==> config.mk <==
export PLATFORM = sky130hd
export DESIGN_NAME = knx_group_telegram_sender_unit_flat
export DESIGN_NICKNAME = d
export VERILOG_FILES = /design/src/hw/rtl/kgts_pkg.sv /design/src/hw/rtl/kgts_req_if.sv /design/src/hw/rtl/kgts_pair_if.sv /design/src/hw/rtl/kgts_seq.sv /design/src/hw/rtl/kgts_byte.sv /design/src/hw/rtl/knx_group_telegram_sender_unit.sv /design/src/flat_wrapper.sv
export SDC_FILE = /design/constraint.sdc
export NUM_CORES = 1
export LEC_CHECK = 0
export BUFFER_PORTS_ARGS = -buffer_cell sky130_fd_sc_hd__buf_2
export CAP_MARGIN = 25
export CORE_ASPECT_RATIO = 1.2
export CORE_MARGIN = 2
export CORE_UTILIZATION = 52
export DETAILED_ROUTE_END_ITERATION = 7
export GPL_TIMING_DRIVEN = 0
export PLACE_DENSITY = 0.73
export SLEW_MARGIN = 5
export SYNTH_ARGS = -nofsm -noshare
export SYNTH_HDL_FRONTEND = slang
export SYNTH_HIERARCHICAL = 1
export SYNTH_SLANG_ARGS = --single-unit
==> constraint.sdc <==
create_clock -name i_clk -period 5.3 [get_ports i_clk]
set_clock_uncertainty 0.2 [all_clocks]
set_input_delay 1.325 -clock i_clk [delete_from_list [all_inputs] [get_ports i_clk]]
set_output_delay 1.325 -clock i_clk [all_outputs]
set_load 0.02 [all_outputs]
==> src/hw/rtl/kgts_pkg.sv <==
// ----------------------------------------------------------------------------
// kgts_pkg
// Shared types, constants and helpers for the group telegram sender.
// ----------------------------------------------------------------------------
package kgts_pkg;

    localparam int HEADER_BYTES = 6;
    localparam int MAX_BYTES    = 23;
    localparam int MAX_PAYLOAD  = 16;
    localparam int IDX_W        = $clog2(MAX_BYTES);
    localparam int PLEN_W       = 5;
    localparam int PLM1_W       = 4;
    localparam int CFG_IDX_W    = 3;
    localparam int CFG_DATA_W   = 8;

    localparam logic [7:0] CTRL_FIELD   = 8'hBC;
    localparam logic [7:0] ROUTE_NIBBLE = 8'hE0;

    // frame byte positions
    localparam int BYTE_CTRL     = 0;
    localparam int BYTE_SRC_HI   = 1;
    localparam int BYTE_SRC_LO   = 2;
    localparam int BYTE_DST_HI   = 3;
    localparam int BYTE_DST_LO   = 4;
    localparam int BYTE_ROUTE    = 5;
    localparam int BYTE_CMD_HI   = 6;
    localparam int BYTE_CMD_DATA = 7;

    typedef enum logic [CFG_IDX_W-1:0] {
        CFG_SOURCE_AREA   = 3'd0,
        CFG_SOURCE_LINE   = 3'd1,
        CFG_SOURCE_MEMBER = 3'd2,
        CFG_CONTINUE_CODE = 3'd3,
        CFG_END_CODE      = 3'd4
    } t_cfg_reg;

    typedef enum logic {
        ST_IDLE,
        ST_SEND
    } t_state;

    typedef struct packed {
        logic [3:0] source_area;
        logic [3:0] source_line;
        logic [7:0] source_member;
        logic [7:0] continue_code;
        logic [7:0] end_code;
    } t_cfg;

    typedef struct packed {
        logic [4:0]        main_group;
        logic [2:0]        middle_group;
        logic [7:0]        sub_group;
        logic [3:0]        command;
        logic [5:0]        first_data;
        logic [PLM1_W-1:0] plen_m1;
    } t_req;

    typedef struct packed {
        logic             load;
        logic             emit;
        logic [IDX_W-1:0] idx;
        logic             is_last;
    } t_seq_ctl;

    // payload length saturated to 1..MAX_PAYLOAD, minus one
    function automatic logic [PLM1_W-1:0] sat_plen_m1(input logic [PLEN_W-1:0] plen);
        logic [PLM1_W-1:0] res;
        if (plen == '0) begin
            res = '0;
        end else if (plen > PLEN_W'(MAX_PAYLOAD)) begin
            res = PLM1_W'(MAX_PAYLOAD - 1);
        end else begin
            res = PLM1_W'(plen - PLEN_W'(1));
        end
        return res;
    endfunction

    // index of the checksum byte
    function automatic logic [IDX_W-1:0] last_index(input logic [PLM1_W-1:0] plen_m1);
        logic [IDX_W+1:0] sum;
        logic [IDX_W-1:0] res;
        sum = (IDX_W+2)'(HEADER_BYTES + 1) + (IDX_W+2)'(plen_m1);
        if (sum > (IDX_W+2)'(MAX_BYTES - 1)) begin
            res = IDX_W'(MAX_BYTES - 1);
        end else begin
            res = IDX_W'(sum);
        end
        return res;
    endfunction

endpackage

==> src/hw/rtl/kgts_req_if.sv <==
// ----------------------------------------------------------------------------
// kgts_req_if
// Request channel: target group, command, data and payload length.
// ----------------------------------------------------------------------------
interface kgts_req_if;
    logic       valid;
    logic       ready;
    logic [4:0] main_group;
    logic [2:0] middle_group;
    logic [7:0] sub_group;
    logic [3:0] command;
    logic [5:0] first_data;
    logic [4:0] payload_length;

    modport source (
        output valid, main_group, middle_group, sub_group, command, first_data,
               payload_length,
        input  ready
    );
    modport sink (
        input  valid, main_group, middle_group, sub_group, command, first_data,
               payload_length,
        output ready
    );
endinterface

==> src/hw/rtl/kgts_pair_if.sv <==
// ----------------------------------------------------------------------------
// kgts_pair_if
// Transmit byte pair channel: control prefix, frame byte and last flag.
// ----------------------------------------------------------------------------
interface kgts_pair_if;
    logic       valid;
    logic       ready;
    logic [7:0] control_byte;
    logic [7:0] frame_byte;
    logic       last;

    modport source (
        output valid, control_byte, frame_byte, last,
        input  ready
    );
    modport sink (
        input  valid, control_byte, frame_byte, last,
        output ready
    );
endinterface

==> src/hw/rtl/kgts_seq.sv <==
// ----------------------------------------------------------------------------
// kgts_seq
// Byte sequencer: walks the frame index from zero to the checksum byte.
// ----------------------------------------------------------------------------
module kgts_seq (
    input  logic                           i_clk,
    input  logic                           i_rst_n,
    input  logic                           i_start,
    input  logic [kgts_pkg::IDX_W-1:0]     i_last_idx,
    input  logic                           i_out_free,
    output logic                           o_busy,
    output kgts_pkg::t_seq_ctl             o_ctl
);
    import kgts_pkg::*;

    t_state           r_state;
    t_state           n_state;
    logic [IDX_W-1:0] r_idx;
    logic [IDX_W-1:0] r_last_idx;
    logic             w_emit;
    logic             w_is_last;

    always_ff @(posedge i_clk) begin
        if (!i_rst_n) begin
            r_state <= ST_IDLE;
        end else begin
            r_state <= n_state;
        end
    end

    always_ff @(posedge i_clk) begin
        if (i_start) begin
            r_idx      <= '0;
            r_last_idx <= i_last_idx;
        end else if (w_emit) begin
            r_idx <= r_idx + IDX_W'(1);
        end
    end

    always_comb begin
        n_state = r_state;
        case (r_state)
            ST_IDLE: begin
                if (i_start) begin
                    n_state = ST_SEND;
                end
            end
            ST_SEND: begin
                if (w_emit && w_is_last) begin
                    n_state = ST_IDLE;
                end
            end
            default: n_state = ST_IDLE;
        endcase
    end

    always_comb begin
        w_is_last = (r_idx == r_last_idx);
        w_emit    = 1'b0;
        o_busy    = 1'b0;
        case (r_state)
            ST_IDLE: begin
                o_busy = 1'b0;
            end
            ST_SEND: begin
                o_busy = 1'b1;
                w_emit = i_out_free;
            end
            default: begin
                o_busy = 1'b0;
            end
        endcase
        o_ctl.load    = i_start;
        o_ctl.emit    = w_emit;
        o_ctl.idx     = r_idx;
        o_ctl.is_last = w_is_last;
    end

endmodule

==> src/hw/rtl/kgts_byte.sv <==
// ----------------------------------------------------------------------------
// kgts_byte
// Frame byte selector, shared checksum accumulator and output register.
// ----------------------------------------------------------------------------
module kgts_byte (
    input  logic                i_clk,
    input  logic                i_rst_n,
    input  kgts_pkg::t_seq_ctl  i_ctl,
    input  kgts_pkg::t_req      i_req,
    input  kgts_pkg::t_cfg      i_cfg,
    input  logic                i_ready,
    output logic                o_valid,
    output logic [7:0]          o_control_byte,
    output logic [7:0]          o_frame_byte,
    output logic                o_last,
    output logic                o_out_free
);
    import kgts_pkg::*;

    t_req       r_req;
    logic [7:0] r_bcc;
    logic       r_valid;
    logic [7:0] r_control_byte;
    logic [7:0] r_frame_byte;
    logic       r_last;
    logic [7:0] w_byte;
    logic [7:0] w_code;

    always_comb begin
        case (i_ctl.idx)
            IDX_W'(BYTE_CTRL):     w_byte = CTRL_FIELD;
            IDX_W'(BYTE_SRC_HI):   w_byte = {i_cfg.source_area, i_cfg.source_line};
            IDX_W'(BYTE_SRC_LO):   w_byte = i_cfg.source_member;
            IDX_W'(BYTE_DST_HI):   w_byte = {r_req.main_group, r_req.middle_group};
            IDX_W'(BYTE_DST_LO):   w_byte = r_req.sub_group;
            IDX_W'(BYTE_ROUTE):    w_byte = ROUTE_NIBBLE | 8'(r_req.plen_m1);
            IDX_W'(BYTE_CMD_HI):   w_byte = {6'd0, r_req.command[3:2]};
            IDX_W'(BYTE_CMD_DATA): w_byte = {r_req.command[1:0], r_req.first_data};
            default:               w_byte = 8'd0;
        endcase
        w_code = i_ctl.is_last ? i_cfg.end_code : i_cfg.continue_code;
    end

    always_ff @(posedge i_clk) begin
        if (i_ctl.load) begin
            r_req <= i_req;
            r_bcc <= 8'd0;
        end else if (i_ctl.emit && !i_ctl.is_last) begin
            r_bcc <= r_bcc ^ w_byte;
        end
    end

    always_ff @(posedge i_clk) begin
        if (!i_rst_n) begin
            r_valid <= 1'b0;
        end else if (i_ctl.emit) begin
            r_valid <= 1'b1;
        end else if (i_ready) begin
            r_valid <= 1'b0;
        end
    end

    always_ff @(posedge i_clk) begin
        if (i_ctl.emit) begin
            r_control_byte <= w_code | 8'(i_ctl.idx);
            r_frame_byte   <= i_ctl.is_last ? ~r_bcc : w_byte;
            r_last         <= i_ctl.is_last;
        end
    end

    assign o_out_free     = !r_valid || i_ready;
    assign o_valid        = r_valid;
    assign o_control_byte = r_control_byte;
    assign o_frame_byte   = r_frame_byte;
    assign o_last         = r_last;

endmodule

==> src/hw/rtl/knx_group_telegram_sender_unit.sv <==
// ----------------------------------------------------------------------------
// knx_group_telegram_sender_unit
// Builds a standard group telegram per request and sends it as byte pairs.
// ----------------------------------------------------------------------------
// A taken request moves the sequencer to its send state; the first pair is
// then registered at the output. Throughput: one pair per cycle while the sink
// is ready; a request with payload n gives min(max(n, 1) + 7, 23) pairs, set by
// the sequencer, one frame byte per cycle via the shared checksum accumulator.
// A new request is taken once the checksum pair is in the output register.
// Reset clears the sequencer and output valid, and restores register defaults.
module knx_group_telegram_sender_unit (
    input  logic                                i_clk,
    input  logic                                i_rst_n,
    kgts_req_if.sink                            i_req,
    kgts_pair_if.source                         o_pair,
    input  logic                                i_cfg_we,
    input  logic [kgts_pkg::CFG_IDX_W-1:0]      i_cfg_idx,
    input  logic [kgts_pkg::CFG_DATA_W-1:0]     i_cfg_data
);
    import kgts_pkg::*;

    t_cfg             r_cfg;
    t_req             w_req;
    t_seq_ctl         w_ctl;
    logic             w_busy;
    logic             w_start;
    logic             w_out_free;
    logic [IDX_W-1:0] w_last_idx;

    always_ff @(posedge i_clk) begin
        if (!i_rst_n) begin
            r_cfg.source_area   <= 4'd4;
            r_cfg.source_line   <= 4'd7;
            r_cfg.source_member <= 8'd13;
            r_cfg.continue_code <= 8'd128;
            r_cfg.end_code      <= 8'd64;
        end else if (i_cfg_we) begin
            case (t_cfg_reg'(i_cfg_idx))
                CFG_SOURCE_AREA:   r_cfg.source_area   <= i_cfg_data[3:0];
                CFG_SOURCE_LINE:   r_cfg.source_line   <= i_cfg_data[3:0];
                CFG_SOURCE_MEMBER: r_cfg.source_member <= i_cfg_data;
                CFG_CONTINUE_CODE: r_cfg.continue_code <= i_cfg_data;
                CFG_END_CODE:      r_cfg.end_code      <= i_cfg_data;
                default: ;
            endcase
        end
    end

    assign i_req.ready = !w_busy;
    assign w_start     = i_req.valid && !w_busy;

    always_comb begin
        w_req.main_group   = i_req.main_group;
        w_req.middle_group = i_req.middle_group;
        w_req.sub_group    = i_req.sub_group;
        w_req.command      = i_req.command;
        w_req.first_data   = i_req.first_data;
        w_req.plen_m1      = sat_plen_m1(i_req.payload_length);
        w_last_idx         = last_index(w_req.plen_m1);
    end

    kgts_seq u_seq (
        .i_clk      (i_clk),
        .i_rst_n    (i_rst_n),
        .i_start    (w_start),
        .i_last_idx (w_last_idx),
        .i_out_free (w_out_free),
        .o_busy     (w_busy),
        .o_ctl      (w_ctl)
    );

    kgts_byte u_byte (
        .i_clk          (i_clk),
        .i_rst_n        (i_rst_n),
        .i_ctl          (w_ctl),
        .i_req          (w_req),
        .i_cfg          (r_cfg),
        .i_ready        (o_pair.ready),
        .o_valid        (o_pair.valid),
        .o_control_byte (o_pair.control_byte),
        .o_frame_byte   (o_pair.frame_byte),
        .o_last         (o_pair.last),
        .o_out_free     (w_out_free)
    );

    a_start_busy: assert property (@(posedge i_clk) disable iff (!i_rst_n)
        w_start |=> w_busy)
        else $error("sequencer not busy after request");

    a_last_idle: assert property (@(posedge i_clk) disable iff (!i_rst_n)
        (w_ctl.emit && w_ctl.is_last) |=> (!w_busy && o_pair.valid && o_pair.last))
        else $error("checksum pair did not end the telegram");

    a_idle_quiet: assert property (@(posedge i_clk) disable iff (!i_rst_n)
        !w_busy |-> !w_ctl.emit)
        else $error("pair produced while idle");

endmodule
==> src/flat_wrapper.sv <==
// flat-port wrapper written by rule: the top's interface ports become plain ports
module knx_group_telegram_sender_unit_flat import kgts_pkg::*;
  (i_clk, i_rst_n, i_cfg_we, i_cfg_idx, i_cfg_data, i_req_valid, i_req_main_group, i_req_middle_group, i_req_sub_group, i_req_command, i_req_first_data, i_req_payload_length, i_req_ready, o_pair_valid, o_pair_control_byte, o_pair_frame_byte, o_pair_last, o_pair_ready);
  kgts_req_if i_req_i ();
  kgts_pair_if o_pair_i ();
  input  logic i_clk;
  input  logic i_rst_n;
  input  logic i_cfg_we;
  input  logic [kgts_pkg::CFG_IDX_W-1:0] i_cfg_idx;
  input  logic [kgts_pkg::CFG_DATA_W-1:0] i_cfg_data;
  input wire logic [$bits(i_req_i.valid)-1:0] i_req_valid;
  input wire logic [$bits(i_req_i.main_group)-1:0] i_req_main_group;
  input wire logic [$bits(i_req_i.middle_group)-1:0] i_req_middle_group;
  input wire logic [$bits(i_req_i.sub_group)-1:0] i_req_sub_group;
  input wire logic [$bits(i_req_i.command)-1:0] i_req_command;
  input wire logic [$bits(i_req_i.first_data)-1:0] i_req_first_data;
  input wire logic [$bits(i_req_i.payload_length)-1:0] i_req_payload_length;
  output wire logic [$bits(i_req_i.ready)-1:0] i_req_ready;
  output wire logic [$bits(o_pair_i.valid)-1:0] o_pair_valid;
  output wire logic [$bits(o_pair_i.control_byte)-1:0] o_pair_control_byte;
  output wire logic [$bits(o_pair_i.frame_byte)-1:0] o_pair_frame_byte;
  output wire logic [$bits(o_pair_i.last)-1:0] o_pair_last;
  input wire logic [$bits(o_pair_i.ready)-1:0] o_pair_ready;
  assign i_req_i.valid = i_req_valid;
  assign i_req_i.main_group = i_req_main_group;
  assign i_req_i.middle_group = i_req_middle_group;
  assign i_req_i.sub_group = i_req_sub_group;
  assign i_req_i.command = i_req_command;
  assign i_req_i.first_data = i_req_first_data;
  assign i_req_i.payload_length = i_req_payload_length;
  assign i_req_ready = i_req_i.ready;
  assign o_pair_valid = o_pair_i.valid;
  assign o_pair_control_byte = o_pair_i.control_byte;
  assign o_pair_frame_byte = o_pair_i.frame_byte;
  assign o_pair_last = o_pair_i.last;
  assign o_pair_i.ready = o_pair_ready;
  knx_group_telegram_sender_unit u_core (.i_clk(i_clk), .i_rst_n(i_rst_n), .i_req(i_req_i), .o_pair(o_pair_i), .i_cfg_we(i_cfg_we), .i_cfg_idx(i_cfg_idx), .i_cfg_data(i_cfg_data));
endmodule
---- Word-level counts from Yosys, hierarchy flattened ----
Cells that the tools add are included.
Widths: inputs -> output; s select.
word-level totals
  word-level logic and storage cells ...... 68
  bits in registers ....................... 99
  input bits .............................. 47
cells by class
  $add $sub $neg .......................... 3
  bitwise operators ....................... 4
  $lt $le $gt $ge ......................... 2
  eq/ne operators ......................... 12
  reductions and logical operators ........ 16
  multiplexer cells ....................... 12
operators by type and width
  operator             number
  $pmux 8 s8           1
  $eq 5x3->1 const B   4
  $mux 8               2
  $eq 5x2->1 const B   2
  $logic_not 5->1      2
  $reduce_and 2->1     5
  $mux 4               2
  $not 8->8            1
  $or 8x5->8           1
  $xor 8x8->8          1
  $gt 7x5->1 const B   1
  $eq 3x2->1 const B   2
  $add 3x4->5 const A  1
  $add 5x1->5 const B  1
  $eq 5x1->1 const B   1
  $eq 5x5->1           1
  $gt 5x5->1 const B   1
  $mux 1               5
  $pmux 1 s2           2
  $sub 4x1->4 const B  1
  $eq 3x1->1 const B   1
  $eq 3x3->1 const B   1
  $logic_and 1x1->1    3
  $logic_not 1->1      3
  4 further kinds      4

---- Depth between registers and ports, before layout ----
Gate-level depths: netlist (run 1).
  depth after elaboration ................. 6
  gate-level depth with buffers ........... 10
  mapped depth without buffers ............ 10

---- Cells and area by module ----
Netlist (run 1), hierarchy kept.
by module, submodules not included
  module                          cells each  instances  seq. area each (sq um)  area an instance (sq um)
  kgts_byte                       204         1          1591.5                  2672.6
  knx_group_telegram_sender_unit  178         1          640.6                   1493.9
  kgts_seq                        42          1          270.3                   466.7

---- Least setup slack after synthesis (run 1) ----
No wires, ideal clock.
  path type ............................... input-to-reg
  start point ............................. input i_req_valid
  end point ............................... register u_core.u_byte.r_bcc[2]
  path buffers ............................ 2
  path slack .............................. 2014 ps
  setup time .............................. 124 ps
  arrival time ............................ 2962 ps
  cell stages on the path ................. 6
  data required time ...................... 4976 ps
  path through ............................ nor2b_1 > buf_4 > clkbuf_1 > nor3_1 > a22oi_1 > nand3_1
RTL lines
  item                  line                RTL
  from (decl)           flat_wrapper.sv:11  input wire logic [$bits(i_req_i.valid)-1:0] i_req_valid;
  to (signal assigned)  kgts_byte.sv:49     r_bcc <= r_bcc ^ w_byte;
  to (decl)             kgts_byte.sv:21     logic [7:0] r_bcc;

---- Worst setup path after layout (run 1) ----
  start point ............................. input i_req_valid
  end point ............................... register u_core.u_byte.r_bcc[2]
between the ends
  cells in the longest elaborated chain, start to end .. 1
ends and longest elaborated chain
  item                line                                  RTL
  $logic_and 1x1->1   knx_group_telegram_sender_unit.sv:50  assign w_start = i_req.valid && !w_busy;
  via u_core.w_start  knx_group_telegram_sender_unit.sv:26  logic w_start;
The timed path passes the listed nets, and every way through them passes these cells.
A chain may end at the register's enable or synchronous reset.

==> results of run 1 <==
cells by family after synthesis:
kind of cell / Yosys count / share of synthesized area, %
simple gates: 175 / 21.17
mux: 26 / 5.995
buf+inv: 36 / 3.835
compound gates: 73 / 11.83
flops: 99 / 54.01
fa+ha+maj: 4 / 1.080
xor+xnor: 11 / 2.079
worst max-delay path, cell delays in order:
cell and delay (ns):
buf_2 0.07, nor2b_1 0.70, buf_4 0.52, clkbuf_1 0.43, nor3_1 0.15, a22oi_1 0.21
nand3_1 0.09
worst max path at each step:
stage | start | endpoint | slack (ns) | cells after the start
global route | i_req_valid | u_core/u_byte/r_bcc[2] | 1.62 | 7
detailed placement | i_req_valid | u_core/u_byte/r_bcc[2] | 1.47 | 7
floorplan | i_req_valid | u_core/u_byte/r_bcc[2] | 2.01 | 6
finish | i_req_valid | u_core/u_byte/r_bcc[2] | 1.86 | 7
CTS | i_req_valid | u_core/u_byte/r_bcc[2] | 1.88 | 7
global placement | i_req_valid | u_core/u_byte/r_bcc[2] | 1.56 | 7
synth_stat cells (all sizes together), types with 2 or more instances:
| cell type | instances |
|---|---|
| a211o | 5 |
| a21boi | 20 |
| a21o | 2 |
| a21oi | 16 |
| a221o | 2 |
| a31oi | 4 |
| and2 | 3 |
| and3 | 8 |
| and3b | 3 |
| buf | 12 |
| clkbuf | 12 |
| dfxtp | 47 |
| edfxtp | 52 |
| ha | 4 |
| inv | 12 |
| mux2 | 8 |
| mux2i | 18 |
| nand2 | 61 |
| nand2b | 8 |
| nand3 | 12 |
| nand3b | 3 |
| nand4 | 3 |
| nand4b | 2 |
| nor2 | 19 |
| nor2b | 16 |
| nor3 | 4 |
| nor3b | 4 |
| nor4 | 10 |
| nor4b | 3 |
| o21a | 2 |
| o21ai | 5 |
| o31ai | 5 |
| o41ai | 2 |
| or2 | 2 |
| or3 | 4 |
| or3b | 3 |
| or4b | 4 |
| xnor2 | 6 |
| xor2 | 5 |
metal layers:
layer / global-route usage [%] / vias to the layer above / share of wire [%]
met4: 12.09 / 0 / 3.9
li1: - / 1691 / -
met1: 26.38 / 1657 / 43
met3: 3.221 / 23 / 5.0
met5: 0 / - / 0
met2: 34.75 / 128 / 48
stage by stage:
step	instance area [um^2]	instances	setup slack [ns]	util (%)	hold WS, ns
global route	5305	622	1.621	61.61	0.2950
finish	5305	622	1.855	61.61	0.2683
detailed placement	5105	606	1.468	59.29	0.2569
global placement	5105	606	1.563	59.29	0.2473
floorplan	4633	424	2.014	-	0.2338
CTS	5305	622	1.880	61.61	0.2721
sequential cells by signal, indices dropped and copies added (netlist names):
signal and count:
u_core/r_cfg 32, u_core/u_byte/o_control_byte 8, u_core/u_byte/o_frame_byte 8, u_core/u_byte/o_last 1, u_core/u_byte/o_valid 1, u_core/u_byte/r_bcc 8
u_core/u_byte/r_req 30, u_core/u_seq/r_idx 5, u_core/u_seq/r_last_idx 5, u_core/u_seq/r_state 1
final cells by class:
class / instances / area (um^2)
Clock buffer: 11 / 141.4
Clock inverter: 5 / 58.81
Multi-Input combinational cell: 289 / 1953
Tap cell: 117 / 146.4
Timing Repair Buffer: 65 / 325.3
Inverter: 12 / 45.04
Buffer: 24 / 132.6
Fill cell: 756 / 3306
Sequential cell: 99 / 2502
where the power goes:
part	switching [uW]	internal (uW)
logic	194	143
registers	36.6	882
clock network	253	233
total	484	1260
==> metrics.txt, run 1 <==
Setup TNS=0 ns; Worst R2R Setup Slack=2.39 ns; mapped cell area=4633 um^2; fin crit period=3.445 ns; Die Wd=90.17 um; Cell Rows=37; CTS buffer count=9; Worst Tran Pin Value=0.8920 ns; routed length per instance=15.65 um; r2r endpoint=u_core/u_byte/o_control_byte[6]; Starting DRT DRC Count=247; DRC=0; Slew Limit Fails=0; CTS tree=built; status=completed; most frequent cells in the layout=70 x buf_2, 61 x nand2_1, 52 x edfxtp_1; Synth-to-Final Area Change=14.50%; Root Driver=clkbuf_8; Worst VDD drop=169.1 uV; cell accounting for the most synthesized area=edfxtp_1; routed via count=3499; final wirelength=9735 um; Power Density=328.4 nW/um^2; endpoints failing setup=0; vias per inst=5.625; # H-tree levels=3; total power=1742 uW; Register-to-Register Path Depth=7; kind of critical path=in2reg; height of the die=107.4 um; clk_lat worst skew=0.37 ns; global-route wire length before repair=15850 um; GPL Wtd Cong=0.9155; synth top area cells=edfxtp_1 34%, dfxtp_1 20%, nand2_1 4.9%; Die ar.=9684 um^2; CTS Buffer Depth=2; WHS Endpoint=u_core/r_cfg[14]; syn nets=475; Final ANT Viol Nets=0; initial core utilization=53.81%; initial antenna violation count=0; CP Capture Type=flip-flop; Worst EP arrival=3.50 ns; Yosys reg bits=99; Post-synth ARST share=0%; Reg clk slew, reported paths=0.09 ns; Clock Sinks=99; most common flop cell mapped by yosys=edfxtp_1; HP Start=u_core/r_cfg[14]; Post-synth EDFFs=52; Port Buffers=65; vias in the first global route=3266; layout cell share with drive strength beyond 1=23.17%; gr usage total=21.00%; largest net degree at the start of global routing=37; Synth cell types=66; Static Leak=0.002061 uW; total of max-cap violations=0; synthesized area per cell=10.93 um^2; Post-Synthesis Cells=424; top-level port count=66; RR Startpoint=u_core/u_seq/r_idx[2]; CP max FO=36; Final nets=551; warnings from Yosys=6; Final Hold Viols=0; DRT Pass-1 Iters=5; Hold Buf Count CTS=0; Post-CTS Setup Repair Bufs=0; Fmax achieved=290.3 MHz; unrepaired setup endpoints after global routing=false; DPL Wire Length=7276 um; CP Launch Type=input port; worst hold stages=2; GRT Residual Overflow=0; Ant. Diodes=0; Worst EP required=5.36 ns; Period Utilization, post-route=65.00%; most common cell after layout, fill and taps aside=buf_2; area fraction of the dominant cell type after synthesis=33.70%; Slew headroom=40.41%; core area=8611 um^2; Hold Crit Class=reg2reg; register area share after synthesis=54.01%; cts repair resizes=0
No activity file was read; power rests on OpenSTA's default activity.
==> run 2: changes to the inputs <==
--- a/config.mk
+++ b/config.mk
@@ -12,7 +12,7 @@
 export CORE_UTILIZATION = 52
 export DETAILED_ROUTE_END_ITERATION = 7
 export GPL_TIMING_DRIVEN = 0
-export PLACE_DENSITY = 0.73
+export PLACE_DENSITY = 0.76
 export SLEW_MARGIN = 5
 export SYNTH_ARGS = -nofsm -noshare
 export SYNTH_HDL_FRONTEND = slang
==> constraint.sdc (replaced) <==
create_clock -name i_clk -period 3.11 [get_ports i_clk]
set_clock_uncertainty 0.2 [all_clocks]
set_input_delay 0.7775 -clock i_clk [delete_from_list [all_inputs] [get_ports i_clk]]
set_output_delay 0.7775 -clock i_clk [all_outputs]
set_load 0.02 [all_outputs]
==> metrics.txt, run 2 (synthesis results as in run 1) <==
status=completed; gr usage total=21.38%; Worst VDD drop=242.6 uV; Slew headroom=49.97%; fin crit period=2.854 ns; sum of buffers and inverters on the critical path=3; routed via count=3415; top-level port count=66; GPL Wtd Cong=0.8725; kind of critical path=reg2reg; Die ar.=9684 um^2; unrepaired setup endpoints after global routing=false; vias in the first global route=3244; Setup WS post-layout=0.2557 ns; Reg clk slew, reported paths=0.09 ns; layout cell share with drive strength beyond 1=23.37%; Hold Buf Count CTS=0; initial core utilization=53.81%; height of the die=107.4 um; Top delay family on crit path=buffers and inverters; CP max FO=11; largest net degree at the start of global routing=37; clk_lat worst skew=0.36 ns; largest registers=u_core/r_cfg (32), u_core/u_byte/r_req (30); Place WS=-0.2030 ns; Final Hold Viols=0; flip-flop count of the largest register after layout=32; DPL Wire Length=7380 um; Fmax achieved=350.3 MHz; Slew Limit Fails=0; most common cell after layout, fill and taps aside=buf_2; CP Capture Type=flip-flop; Top reg by flops=u_core/r_cfg; fin util=61.49%; CP Launch Type=flip-flop; Starting DRT DRC Count=184; Port Buffers=65; CTS tree=built; Final nets=551; routed length per instance=16.03 um; Hold Crit Class=reg2reg; Register-to-Register Path Depth=7; global-route wire length before repair=16060 um; Cell Rows=37; Final ANT Viol Nets=0; total of max-cap violations=0; Worst EP arrival=2.78 ns; most frequent cells in the layout=70 x buf_2, 61 x nand2_1, 52 x edfxtp_1; # H-tree levels=3; Synth-to-Final Area Change=14.29%; crit-path max cell delay=0.57 ns; final wirelength=9968 um; Worst Tran Pin Value=0.7403 ns; CTS Buffer Depth=2; Worst path slowest cell=dfxtp_1; Clock Sinks=99; Die Wd=90.17 um; crit-path cells=xnor2_1, nand4_1, nor2_1, buf_4, clkbuf_1, clkbuf_1, mux2_2; Root Driver=clkbuf_8; Static Leak=0.002058 uW; cell depth of the worst setup path=7; CTS buffer count=9; GRT Residual Overflow=0; worst hold stages=2; Setup TNS=0 ns; vias per inst=5.490; Power Density=549.9 nW/um^2; endpoints failing setup=0; DRT Pass-1 Iters=5; initial antenna violation count=0; core area=8611 um^2; most used cell, CP=clkbuf_1; Period Utilization, post-route=91.78%; Ant. Diodes=0; DRC=0; Worst EP required=3.03 ns
run 2: changes by cell type in the layout (fill, tap and decap cells not counted):
cell       before  now
clkbuf_8       10   12
bufinv_16       1    0
clkbuf_1       11   10
clkinv_1        0    1
clkinv_2        1    2
clkinv_4        1    0
inv_4           1    0
nor2b_1        16   15
nor2b_2         0    1
run 2: report_power, final:
part           leakage, uW  switching [uW]  internal [uW]  total, uW
registers         0.000872            61.2           1500       1560
logic              0.00109             331            243        574
clock network     0.000100             420            354        774
run 2: final cells by class:
class / instances / area [um^2]
fill: 735 / 3316
sequential: 99 / 2502
multi-input combinational: 289 / 1956
timing repair buffer: 65 / 325.3
clock buffer: 12 / 165.2
tap: 117 / 146.4
buffer: 24 / 132.6
inverter: 12 / 45.04
clock inverter: 4 / 22.52
run 2: final timing paths:
path	end	slack, ns	startpoint
min	u_core/r_cfg[10]	0.27	u_core/r_cfg[10]
max	u_core/u_byte/o_control_byte[5]	0.26	u_core/u_seq/r_idx[2]
max reg2reg	u_core/u_byte/o_control_byte[5]	0.26	u_core/u_seq/r_idx[2]
min reg2reg	u_core/r_cfg[10]	0.27	u_core/r_cfg[10]
run 2: per-layer routing:
| layer | global-route usage (%) | vias to the layer above | share of wire [%] |
|---|---|---|---|
| li1 | - | 1688 | - |
| met5 | 0 | - | 0 |
| met4 | 8.791 | 0 | 3.3 |
| met3 | 4.902 | 20 | 5.1 |
| met2 | 37.22 | 107 | 48 |
| met1 | 25.65 | 1600 | 43 |
run 2: stage by stage:
stage	hold WS, ns	total power, uW	std cells	cell area (um^2)
finish	0.2650	2912	622	5295
global route	0.2924	3055	622	5295
CTS	0.2673	2921	622	5293
detailed placement	0.2553	2161	606	5105
global placement	0.2461	2140	606	5105
floorplan	0.2338	1987	424	4633
run 2: what timing repair did:
| action | in CTS | in global routing |
|---|---|---|
| resized for setup | 0 | 1 |
| setup endpoints to repair | 0 | 1 |
| setup buffers | 0 | 0 |
run 2: worst register-to-register path, cell delays in order (launching register included):
cell	delay [ns]
dfxtp_1	0.57
xnor2_1	0.17
nand4_1	0.15
nor2_1	0.13
buf_4	0.12
clkbuf_1	0.38
clkbuf_1	0.50
mux2_2	0.40
